==> src/sv/mixed_radix_code_indexer_core_defines.svh <==
// Assertion macros for the mixed-radix code indexer.
// Included by mixed_radix_code_indexer_core, which carries the assertions; depends on nothing else.
`ifndef MIXED_RADIX_CODE_INDEXER_CORE_DEFINES_SVH
`define MIXED_RADIX_CODE_INDEXER_CORE_DEFINES_SVH

// Check that a consequent holds in the same cycle as its antecedent
`define MRCI_ASSERT_SAME(label, ante, cons, msg) \
  label: assert property (@(posedge clk) disable iff (rst) (ante) |-> cons) \
    else $error(msg);

// Check that a consequent holds in the cycle after its antecedent
`define MRCI_ASSERT_NEXT(label, ante, cons, msg) \
  label: assert property (@(posedge clk) disable iff (rst) (ante) |=> cons) \
    else $error(msg);

`endif

==> src/sv/mrci_pkg.sv <==
// Shared types and constants for the mixed-radix code indexer.
// Used by mrci_cell and mixed_radix_code_indexer_core; depends on nothing.
package mrci_pkg;

  // Bytes in a code and the width of the internal code words
  localparam int CODE_BYTES = 4;
  localparam int CODE_W     = CODE_BYTES * 8;

  // Input register, one cell per byte, output register
  localparam int LATENCY = CODE_BYTES + 2;

  // Configuration register indexes
  localparam int CFG_INDEX_W = 2;
  localparam logic [CFG_INDEX_W-1:0] REG_DIGIT_MIN = 2'd0;
  localparam logic [CFG_INDEX_W-1:0] REG_DIGIT_MAX = 2'd1;

  localparam logic [31:0] DIGIT_MIN_RESET = 32'h0000_0000;
  localparam logic [31:0] DIGIT_MAX_RESET = 32'h0000_FFFF;

  // Step status codes
  localparam logic [1:0] STAT_OK   = 2'd0;
  localparam logic [1:0] STAT_EDGE = 2'd1;
  localparam logic [1:0] STAT_WRAP = 2'd2;

  // One beat moving along the chain of byte cells
  typedef struct packed {
    logic              vld;
    logic              eq_first;
    logic              eq_last;
    logic              err;
    logic              borrow;
    logic              carry;
    logic              dec_borrow;
    logic [31:0]       weight;
    logic [31:0]       acc;
    logic [CODE_W-1:0] code;
    logic [CODE_W-1:0] first;
    logic [CODE_W-1:0] lo;
    logic [CODE_W-1:0] hi;
    logic [CODE_W-1:0] nxt;
    logic [CODE_W-1:0] prv;
  } mrci_beat_t;

endpackage

==> src/sv/mrci_cell.sv <==
// One byte cell of the indexer chain: works on byte 0 of each word it receives.
// Depends on mrci_pkg; hands the shifted words on to the next cell every cycle.
module mrci_cell (
  input  logic                clk,
  input  logic                rst,
  input  mrci_pkg::mrci_beat_t beat_in,
  output mrci_pkg::mrci_beat_t beat_out
);

  mrci_pkg::mrci_beat_t beat_next;

  logic [7:0] c_byte;
  logic [7:0] f_byte;
  logic [7:0] lo_byte;
  logic [7:0] hi_byte;
  logic       range_err;
  logic [9:0] diff;
  logic [9:0] radix;
  logic [9:0] diff_adj;
  logic [7:0] inc_byte;
  logic       inc_carry;
  logic [7:0] dec_byte;
  logic       dec_borrow;

  assign c_byte  = beat_in.code[7:0];
  assign f_byte  = beat_in.first[7:0];
  assign lo_byte = beat_in.lo[7:0];
  assign hi_byte = beat_in.hi[7:0];

  // Check the byte against its limits and form the signed digit difference
  always_comb begin
    range_err = (c_byte < lo_byte) || (c_byte > hi_byte);
    diff      = {2'b00, c_byte} - {9'd0, beat_in.borrow} - {2'b00, f_byte};
    radix     = {2'b00, hi_byte} - {2'b00, lo_byte} + 10'd1;
    diff_adj  = diff[9] ? (diff + radix) : diff;
  end

  // Raise the byte by one when a carry arrives, wrapping to the lower limit
  always_comb begin
    inc_byte  = c_byte;
    inc_carry = 1'b0;
    if (beat_in.carry) begin
      if (c_byte >= hi_byte) begin
        inc_byte  = lo_byte;
        inc_carry = 1'b1;
      end else begin
        inc_byte  = c_byte + 8'd1;
      end
    end
  end

  // Lower the byte by one when a borrow arrives, wrapping to the upper limit
  always_comb begin
    dec_byte   = c_byte;
    dec_borrow = 1'b0;
    if (beat_in.dec_borrow) begin
      if (c_byte <= lo_byte) begin
        dec_byte   = hi_byte;
        dec_borrow = 1'b1;
      end else begin
        dec_byte   = c_byte - 8'd1;
      end
    end
  end

  // Assemble the beat for the next cell: consume byte 0, rotate results in at the top
  always_comb begin
    beat_next            = beat_in;
    beat_next.err        = beat_in.err | range_err;
    beat_next.borrow     = diff[9];
    beat_next.acc        = beat_in.acc + ({{22{diff_adj[9]}}, diff_adj} * beat_in.weight);
    beat_next.weight     = beat_in.weight * {{22{radix[9]}}, radix};
    beat_next.carry      = inc_carry;
    beat_next.dec_borrow = dec_borrow;
    beat_next.code  = (beat_in.code >> 8)
                    | (mrci_pkg::CODE_W'(c_byte) << (mrci_pkg::CODE_W - 8));
    beat_next.first = beat_in.first >> 8;
    beat_next.lo    = beat_in.lo >> 8;
    beat_next.hi    = beat_in.hi >> 8;
    beat_next.nxt   = (beat_in.nxt >> 8)
                    | (mrci_pkg::CODE_W'(inc_byte) << (mrci_pkg::CODE_W - 8));
    beat_next.prv   = (beat_in.prv >> 8)
                    | (mrci_pkg::CODE_W'(dec_byte) << (mrci_pkg::CODE_W - 8));
  end

  // Register the beat; clear it on reset
  always_ff @(posedge clk) begin
    if (rst) begin
      beat_out <= '0;
    end else begin
      beat_out <= beat_next;
    end
  end

endmodule

==> src/sv/mixed_radix_code_indexer_core.sv <==
// Mixed-radix code indexer: offset, next code and previous code of one code.
// Throughput: one code per cycle; busy stays low, every start is taken.
// The chain has one cell per code byte after an input register, then an output register.
// Reset (rst, synchronous) clears the pipeline valid marks and restores the limit registers.
// done marks each result for one cycle; the receiver cannot stall.
`include "mixed_radix_code_indexer_core_defines.svh"

module mixed_radix_code_indexer_core (
  input  logic                                clk,
  input  logic                                rst,
  input  logic                                start,
  output logic                                busy,
  input  logic [31:0]                         code,
  input  logic [31:0]                         area_first,
  input  logic [31:0]                         area_last,
  input  logic                                use_area_limits,
  input  logic                                cfg_valid,
  output logic                                cfg_ready,
  input  logic [mrci_pkg::CFG_INDEX_W-1:0]    cfg_index,
  input  logic [31:0]                         cfg_data,
  output logic                                done,
  output logic [31:0]                         offset,
  output logic                                offset_error,
  output logic [31:0]                         next_code_out,
  output logic [1:0]                          next_status,
  output logic [31:0]                         previous_code_out,
  output logic [1:0]                          previous_status
);

  logic [31:0] digit_min;
  logic [31:0] digit_max;

  mrci_pkg::mrci_beat_t beat_in_next;
  mrci_pkg::mrci_beat_t head;
  mrci_pkg::mrci_beat_t chain [mrci_pkg::CODE_BYTES+1];
  mrci_pkg::mrci_beat_t tail;

  logic [31:0] lo_sel;
  logic [31:0] hi_sel;
  logic        err_final;
  logic [31:0] code_final;

  assign busy      = 1'b0;
  assign cfg_ready = 1'b1;

  // Write the limit registers
  always_ff @(posedge clk) begin
    if (rst) begin
      digit_min <= mrci_pkg::DIGIT_MIN_RESET;
      digit_max <= mrci_pkg::DIGIT_MAX_RESET;
    end else if (cfg_valid && cfg_ready) begin
      unique case (cfg_index)
        mrci_pkg::REG_DIGIT_MIN: digit_min <= cfg_data;
        mrci_pkg::REG_DIGIT_MAX: digit_max <= cfg_data;
        default: ;
      endcase
    end
  end

  // Pick the limits and seed the chain
  always_comb begin
    lo_sel = use_area_limits ? area_first : digit_min;
    hi_sel = use_area_limits ? area_last  : digit_max;
    beat_in_next.vld        = start && !busy;
    beat_in_next.eq_first   = (code == area_first);
    beat_in_next.eq_last    = (code == area_last);
    beat_in_next.err        = (code > area_last) || (code < area_first);
    beat_in_next.borrow     = 1'b0;
    beat_in_next.carry      = 1'b1;
    beat_in_next.dec_borrow = 1'b1;
    beat_in_next.weight     = 32'd1;
    beat_in_next.acc        = 32'd0;
    beat_in_next.code       = mrci_pkg::CODE_W'(code);
    beat_in_next.first      = mrci_pkg::CODE_W'(area_first);
    beat_in_next.lo         = mrci_pkg::CODE_W'(lo_sel);
    beat_in_next.hi         = mrci_pkg::CODE_W'(hi_sel);
    beat_in_next.nxt        = '0;
    beat_in_next.prv        = '0;
  end

  // Register the incoming beat; clear it on reset
  always_ff @(posedge clk) begin
    if (rst) begin
      head <= '0;
    end else begin
      head <= beat_in_next;
    end
  end

  assign chain[0] = head;

  // One cell per code byte
  for (genvar g = 0; g < mrci_pkg::CODE_BYTES; g++) begin : g_cell
    mrci_cell u_cell (
      .clk      (clk),
      .rst      (rst),
      .beat_in  (chain[g]),
      .beat_out (chain[g+1])
    );
  end

  assign tail       = chain[mrci_pkg::CODE_BYTES];
  assign err_final  = tail.err | tail.borrow;
  assign code_final = 32'(tail.code);

  // Register the result and mark it with done
  always_ff @(posedge clk) begin
    offset            <= err_final ? 32'd0 : tail.acc;
    offset_error      <= err_final;
    next_code_out     <= (tail.eq_last || tail.carry) ? code_final : 32'(tail.nxt);
    previous_code_out <= (tail.eq_first || tail.dec_borrow) ? code_final : 32'(tail.prv);
    priority if (tail.eq_last) begin
      next_status <= mrci_pkg::STAT_EDGE;
    end else if (tail.carry) begin
      next_status <= mrci_pkg::STAT_WRAP;
    end else begin
      next_status <= mrci_pkg::STAT_OK;
    end
    priority if (tail.eq_first) begin
      previous_status <= mrci_pkg::STAT_EDGE;
    end else if (tail.dec_borrow) begin
      previous_status <= mrci_pkg::STAT_WRAP;
    end else begin
      previous_status <= mrci_pkg::STAT_OK;
    end
    if (rst) begin
      done <= 1'b0;
    end else begin
      done <= tail.vld;
    end
  end

  `MRCI_ASSERT_SAME(a_offset_zero_on_error, done && offset_error, offset == 32'd0, "offset not zero on error")
  `MRCI_ASSERT_SAME(a_result_latency, start && !busy, ##(mrci_pkg::LATENCY) done, "result missing after fixed latency")
  `MRCI_ASSERT_SAME(a_edges_keep_code, done && next_status == mrci_pkg::STAT_EDGE && previous_status == mrci_pkg::STAT_EDGE, next_code_out == previous_code_out, "edge results disagree on code")
  `MRCI_ASSERT_NEXT(a_cfg_max_write, cfg_valid && cfg_ready && cfg_index == mrci_pkg::REG_DIGIT_MAX, digit_max == $past(cfg_data), "digit_max write lost")

endmodule

==> config.mk <==
export PLATFORM = sky130hd
export DESIGN_NAME = mixed_radix_code_indexer_core
export DESIGN_NICKNAME = d
export VERILOG_FILES = /design/src/sv/mrci_pkg.sv /design/src/sv/mrci_cell.sv /design/src/sv/mixed_radix_code_indexer_core.sv
export VERILOG_INCLUDE_DIRS = /design/src /design/src/sv
export SDC_FILE = /design/constraint.sdc
export NUM_CORES = 2
export LEC_CHECK = 0
export ABC_CLOCK_PERIOD_IN_PS = 13000
export BUFFER_PORTS_ARGS = -buffer_cell sky130_fd_sc_hd__buf_4
export CORE_MARGIN = 2
export CORE_UTILIZATION = 45
export CTS_BUF_LIST = sky130_fd_sc_hd__clkbuf_8
export DETAILED_ROUTE_END_ITERATION = 6
export PLACE_DENSITY = 0.65
export REMOVE_ABC_BUFFERS = 1
export SYNTH_ARGS = -nofsm -noshare
export SYNTH_HDL_FRONTEND = slang
export SYNTH_HIERARCHICAL = 1
export SYNTH_SLANG_ARGS = --single-unit
==> constraint.sdc <==
create_clock -name clk -period 13 [get_ports clk]
set_clock_uncertainty 0.05 [all_clocks]
set_input_delay 1.3 -clock clk [delete_from_list [all_inputs] [get_ports clk]]
set_output_delay 1.3 -clock clk [all_outputs]
set_load 0.1 [all_outputs]
# After elaboration in Yosys (flattened, before gate mapping)
# Cells that the tools add are included.
[op_classes] addsub=32 mul=7 div_mod_pow=0 magnitude_cmp=18 eq_ne=3 n_shift=0 muxes=35 n_bitwise=25 reduce_logical=18
[ops] cell="$or A24 B32 Y32" count=12
[ops] cell="$mux W258" count=1
[ops] cell="$add A32 B32 Y32" count=4
[ops] cell="$mul A10 B32 Y32" count=4
[ops] cell="$mux W32" count=4
[ops] cell="$mux W8" count=16
[ops] cell="$mul A32 B10 Y32" count=3
[ops] cell="$eq A32 B32 Y1" count=2
[ops] cell="$add A10 B1 Y10 const B" count=4
[ops] cell="$add A10 B10 Y10" count=4
[ops] cell="$mux W10" count=4
[ops] cell="$sub A10 B8 Y10" count=4
[ops] cell="$sub A8 B1 Y9" count=4
[ops] cell="$sub A8 B8 Y9" count=4
[ops] cell="$add A8 B1 Y8 const B" count=4
[ops] cell="$ge A8 B8 Y1" count=4
[ops] cell="$gt A32 B32 Y1" count=1
[ops] cell="$gt A8 B8 Y1" count=4
[ops] cell="$le A8 B8 Y1" count=4
[ops] cell="$lt A32 B32 Y1" count=1
[ops] cell="$lt A8 B8 Y1" count=4
[ops] cell="$sub A8 B1 Y8 const B" count=4
[ops] cell="$reduce_or A2 Y1" count=8
[ops] cell="$mux W1" count=8
[ops] cell="7 further kinds" count=26
[word_totals] ff_bits=1209 latchBits=0 mem_bits_rw=0 romBits=0 in_bits=135 out_inout_bits=104 word_cells=218 mem_count=0

# Depth between registers and ports, before layout
[depth] word_depth=6 mapped_depth=42 mapped_depth_nobuf=40

# Modules after synthesis
# Netlist, hierarchy kept.
[by_module_without_submodules] module="mrci_cell at g_cell[0].u_cell" instances=1 cells_each=2874 area_per_inst_um2=26410.3 seq_area_each_um2=4784.6
[by_module_without_submodules] module="mrci_cell at g_cell[2].u_cell" instances=1 cells_each=2853 area_per_inst_um2=26236.4 seq_area_each_um2=4784.6
[by_module_without_submodules] module="mrci_cell at g_cell[3].u_cell" instances=1 cells_each=2820 area_per_inst_um2=26173.9 seq_area_each_um2=4784.6
[by_module_without_submodules] module="mrci_cell at g_cell[1].u_cell" instances=1 cells_each=2827 area_per_inst_um2=26125.1 seq_area_each_um2=4784.6
[by_module_without_submodules] module="mixed_radix_code_indexer_core" instances=1 cells_each=1078 area_per_inst_um2=10857.9 seq_area_each_um2=5985.7

# Worst setup path after synthesis
# OpenSTA, ideal clock, no wires.
[synth_path] kind="reg2reg" startpoint="register g_cell[2].u_cell/beat_out[64] (netlist bit)" endpoint="register g_cell[3].u_cell/beat_out[222] (netlist bit)" setup_ns=0.128 arrival_ns=8.938 t_required_ns=12.822 slack_ns=3.885 path_stages_with_launch=40 n_path_buf=3 period_less_slack_ns=9.115 path_cell_list="dfxtp_1 inv_1 ha_1 fa_1 nand2b_1 a21oi_1 xor2_1 xor2_1 clkbuf_1 inv_1 ha_1 nand3_1 o211ai_1 o21ai_0 a21oi_1 a31oi_1 xnor2_1 or2_2 [... 4 more ...] inv_1 fa_1 inv_1 fa_1 fa_1 fa_1 ha_1 o21a_1 o21ai_0 nand2b_1 and3_1 a221o_1 a2111oi_4 o21ai_1 a21o_1 a31oi_1 xor2_1 nor2_1"
[synth_via] elab_chain_cells=6
[synth_lines] item="start: declaration" line_no="mrci_cell.sv:7" rtl="output mrci_pkg::mrci_beat_t beat_out"
[synth_lines] item="start signal: assignment" line_no="mrci_cell.sv:91" rtl="beat_out <= beat_next;"
[synth_lines] item="$sub A8 B8 Y9" line_no="mrci_cell.sv:34" rtl="radix = {2'b00, hi_byte} - {2'b00, lo_byte} + 10'd1;"
[synth_lines] item="$add A10 B1 Y10" line_no="mrci_cell.sv:34"
[synth_lines] item="$add A10 B10 Y10" line_no="mrci_cell.sv:35" rtl="diff_adj = diff[9] ? (diff + radix) : diff;"
[synth_lines] item="$mux W10" line_no="mrci_cell.sv:35"
[synth_lines] item="$mul A10 B32 Y32" line_no="mrci_cell.sv:71" rtl="beat_next.acc = beat_in.acc + ({{22{diff_adj[9]}}, diff_adj} * beat_in.weight);"
[synth_lines] item="$add A32 B32 Y32" line_no="mrci_cell.sv:71"
[synth_lines] item="end signal: assignment" line_no="mrci_cell.sv:91"
[synth_lines] item="end: declaration" line_no="mrci_cell.sv:7"
# No other way between the ends.
# A chain may end at the register's enable or synchronous reset.

# Worst setup path after layout
[layout_path] startpoint="register g_cell[0].u_cell/beat_out[64] (netlist bit)" endpoint="register g_cell[1].u_cell/beat_out[223] (netlist bit)"
[layout_via] elab_chain_cells=6
[layout_lines] item="start: declaration" line_no="mrci_cell.sv:7"
[layout_lines] item="start signal: assignment" line_no="mrci_cell.sv:91"
[layout_lines] item="$sub A8 B8 Y9" line_no="mrci_cell.sv:34"
[layout_lines] item="$add A10 B1 Y10" line_no="mrci_cell.sv:34"
[layout_lines] item="$add A10 B10 Y10" line_no="mrci_cell.sv:35"
[layout_lines] item="$mux W10" line_no="mrci_cell.sv:35"
[layout_lines] item="$mul A10 B32 Y32" line_no="mrci_cell.sv:71"
[layout_lines] item="$add A32 B32 Y32" line_no="mrci_cell.sv:71"
[layout_lines] item="end signal: assignment" line_no="mrci_cell.sv:91"
[layout_lines] item="end: declaration" line_no="mrci_cell.sv:7"
# No other way between the ends.

==> flow_summary_export.csv <==
group,metric,value,unit
outcome,status,"finished, final reports clean",
die,die_width,475,um
logic_synthesis,syn_area,0.0999,sq mm
routing,ant_nets,0,
critical_path,crit_top_cell,"fa_1",
cells_and_area,regArea,0.0197,sq mm
routing,routed_wl,247000,um
routing,vias,71100,
critical_path,critPathSlowestCell,"o21a_1",
critical_path,slowest_delay,0.89,ns
sta,slew_headroom,20.0,%
global_routing,antenna_found_initial,6,
critical_path,end_kind,"flop",
place,io_buffer_count,236,
critical_path,path_class,"flop to flop",
critical_path,arrival,11.10,ns
critical_path,crit_required,13.70,ns
logic_synthesis,synth.avg_cell_area,9.16,sq um
global_routing,grt_max_degree,208,
sta,setup_viol,0,
cells_and_area,fin_area,0.108,sq mm
critical_path,regToRegSetupSlack,2.60,ns
clocking,numCtsBuffers,175,
routing,drcViolationCount,0,
clocking,clk_latency,0.94,ns
logic_synthesis,synthCells,10900,
die,die_h,475,um
sta,grt_setup_unrepaired,"no",
die,dieArea,0.226,sq mm
clocking,clkTransAtPathRegs,0.06,ns
clocking,root_buffer,"clkbuf_8",
cells_and_area,multi_input_area,0.0717,sq mm
routing,viasPerCell,5.06,
die,num_rows,172,
cells_and_area,area_growth,8.55,%
critical_path,setup.worst_path.start_class,"flop",
sta,finalMaxSlewViolations,0,
global_routing,grt_usage,22.2,%
worst_hold_path,hp-class,"flop to flop",
sta,fin_setup_tns,0,ns
place,place_ws,2.77,ns
clocking,cts_setup_buffers,0,
clocking,cts_hold_buf,0,
clocking,cts_buffer_depth,3,
clocking,clock-sinks,983,
critical_path,crit_path_end,"g_cell[1].u_cell/beat_out[223]$_SDFF_PP0_",
die,pin_count,239,
clocking,tritoncts,"built",
sta,hold_viol_final,0,
clocking,cts_resized,0,
logic_synthesis,ys_warn_count,6,
routing,drt_iter0_drc,4007,
clocking,cts_max_level,4,
die,design.core.area,0.220,sq mm
place,dp_hpwl,195000,um
die,start_util,45.4,%
sta,fin_crit,10.40,ns
routing,routedWlPerCell,17.6,um
critical_path,reg2regPathDepth,37,
flow_run,max_cap_violations,0,
critical_path,worstReg2RegStart,"g_cell[0].u_cell/beat_out[64]$_SDFF_PP0_",
sta,max_freq,0.0961,GHz
cells_and_area,fill_cells,20600,
sta,tightestPinTransition,1.20,ns
sta,setup_slack,2.60,ns
cells_and_area,drive_gt1_share,6.33,%
global_routing,grt_pass1_vias,75800,
critical_path,r2r_end,"g_cell[1].u_cell/beat_out[223]$_SDFF_PP0_",
place,place_area,0.104,sq mm
global_routing,grt_overflow_total,0,
place,globalplace.congestion,0.909,
routing,first_pass_iters,6,
cells_and_area,nets,13400,
critical_path,worstPathMaxFanout,28,
sta,fin_crit_sh,80.0,%
critical_path,critPathLaunch,"g_cell[0].u_cell/beat_out[64]$_SDFF_PP0_",
global_routing,grt_pass1_wl,402000,um
final cells by class:
type | instances | area share [%]
multi-input cells | 7651 | 66.2
repair buffers | 323 | 2.29
diodes | 3 | 0.00693
clock inverters | 100 | 0.966
inverters | 1807 | 6.26
flip-flops and latches | 983 | 18.2
clock buffers | 215 | 2.73
well taps | 2958 | 3.41
per-stage QoR:
step | cells | hold WS (ns) | utilization [%]
finish | 14000 | 0.345 | 49.2
global route | 14000 | 0.357 | 49.2
CTS | 14000 | 0.338 | 49.2
detailed placement | 13700 | 0.360 | 47.4
global placement | 13700 | 0.357 | 47.4
floorplan | 10400 | 0.301 | -
worst max-delay path, delay by kind of cell (launching register included):
kind / cells / cell delay (ns)
DFF: 1 / 0.36
buffers and inverters: 5 / 0.53
xor gates and xnor gates: 5 / 1.12
adders and majority gates: 9 / 3.41
AOI/OAI and AO/OA: 11 / 3.42
and+or+nand+nor: 7 / 1.32
placed cells by master (no fill, tap or decap), drive strengths merged, types with 227 or more instances in the layout:
cell,instances
and2,792
ha,775
dfxtp,983
xnor2,227
buf,323
nand2,1100
nor2,582
fa,1525
nor2b,655
o21ai,227
inv,1868
a21oi,289
how the worst min path moves through the flow:
| stage | cells after the start | slack, ns | to | from |
|---|---|---|---|---|
| after floorplan | 0 | 0.30 | next_status[0]$_SDFF_PP1_ | g_cell[3].u_cell/beat_out[260]$_SDFF_PP0_ |
| after detailed placement | 1 | 0.36 | offset[17]$_SDFF_PP0_ | g_cell[3].u_cell/beat_out[209]$_SDFF_PP0_ |
| after global routing | 1 | 0.36 | g_cell[0].u_cell/beat_out[115]$_SDFF_PP0_ | chain[1175]$_SDFF_PP0_ |
| final | 1 | 0.34 | g_cell[0].u_cell/beat_out[146]$_SDFF_PP0_ | chain[1206]$_SDFF_PP0_ |
| after global placement | 1 | 0.36 | offset[21]$_SDFF_PP0_ | g_cell[3].u_cell/beat_out[213]$_SDFF_PP0_ |
| after CTS | 1 | 0.34 | g_cell[0].u_cell/beat_out[146]$_SDFF_PP0_ | chain[1206]$_SDFF_PP0_ |
flip-flops by register name, summed over array words and instances (netlist names):
| name | flops |
|---|---|
| g_cell.u_cell/beat_out | 684 |
| chain | 133 |
| digit_max | 32 |
| digit_min | 32 |
| next_code_out | 32 |
| offset | 32 |
| previous_code_out | 32 |
| next_status | 2 |
| previous_status | 2 |
| done | 1 |
| offset_error | 1 |
routing by layer:
metal,vias up,track usage (%),routed length [um]
met1,35500,29.1,109000
met4,0,6.50,6730
met3,366,3.13,12700
li1,33400,-,-
met2,1847,37.9,119000
met5,-,0,0
Power is left out: the tool's default activity adds up to more than one toggle a clock period on the data nets, which glitch-free logic cannot reach.
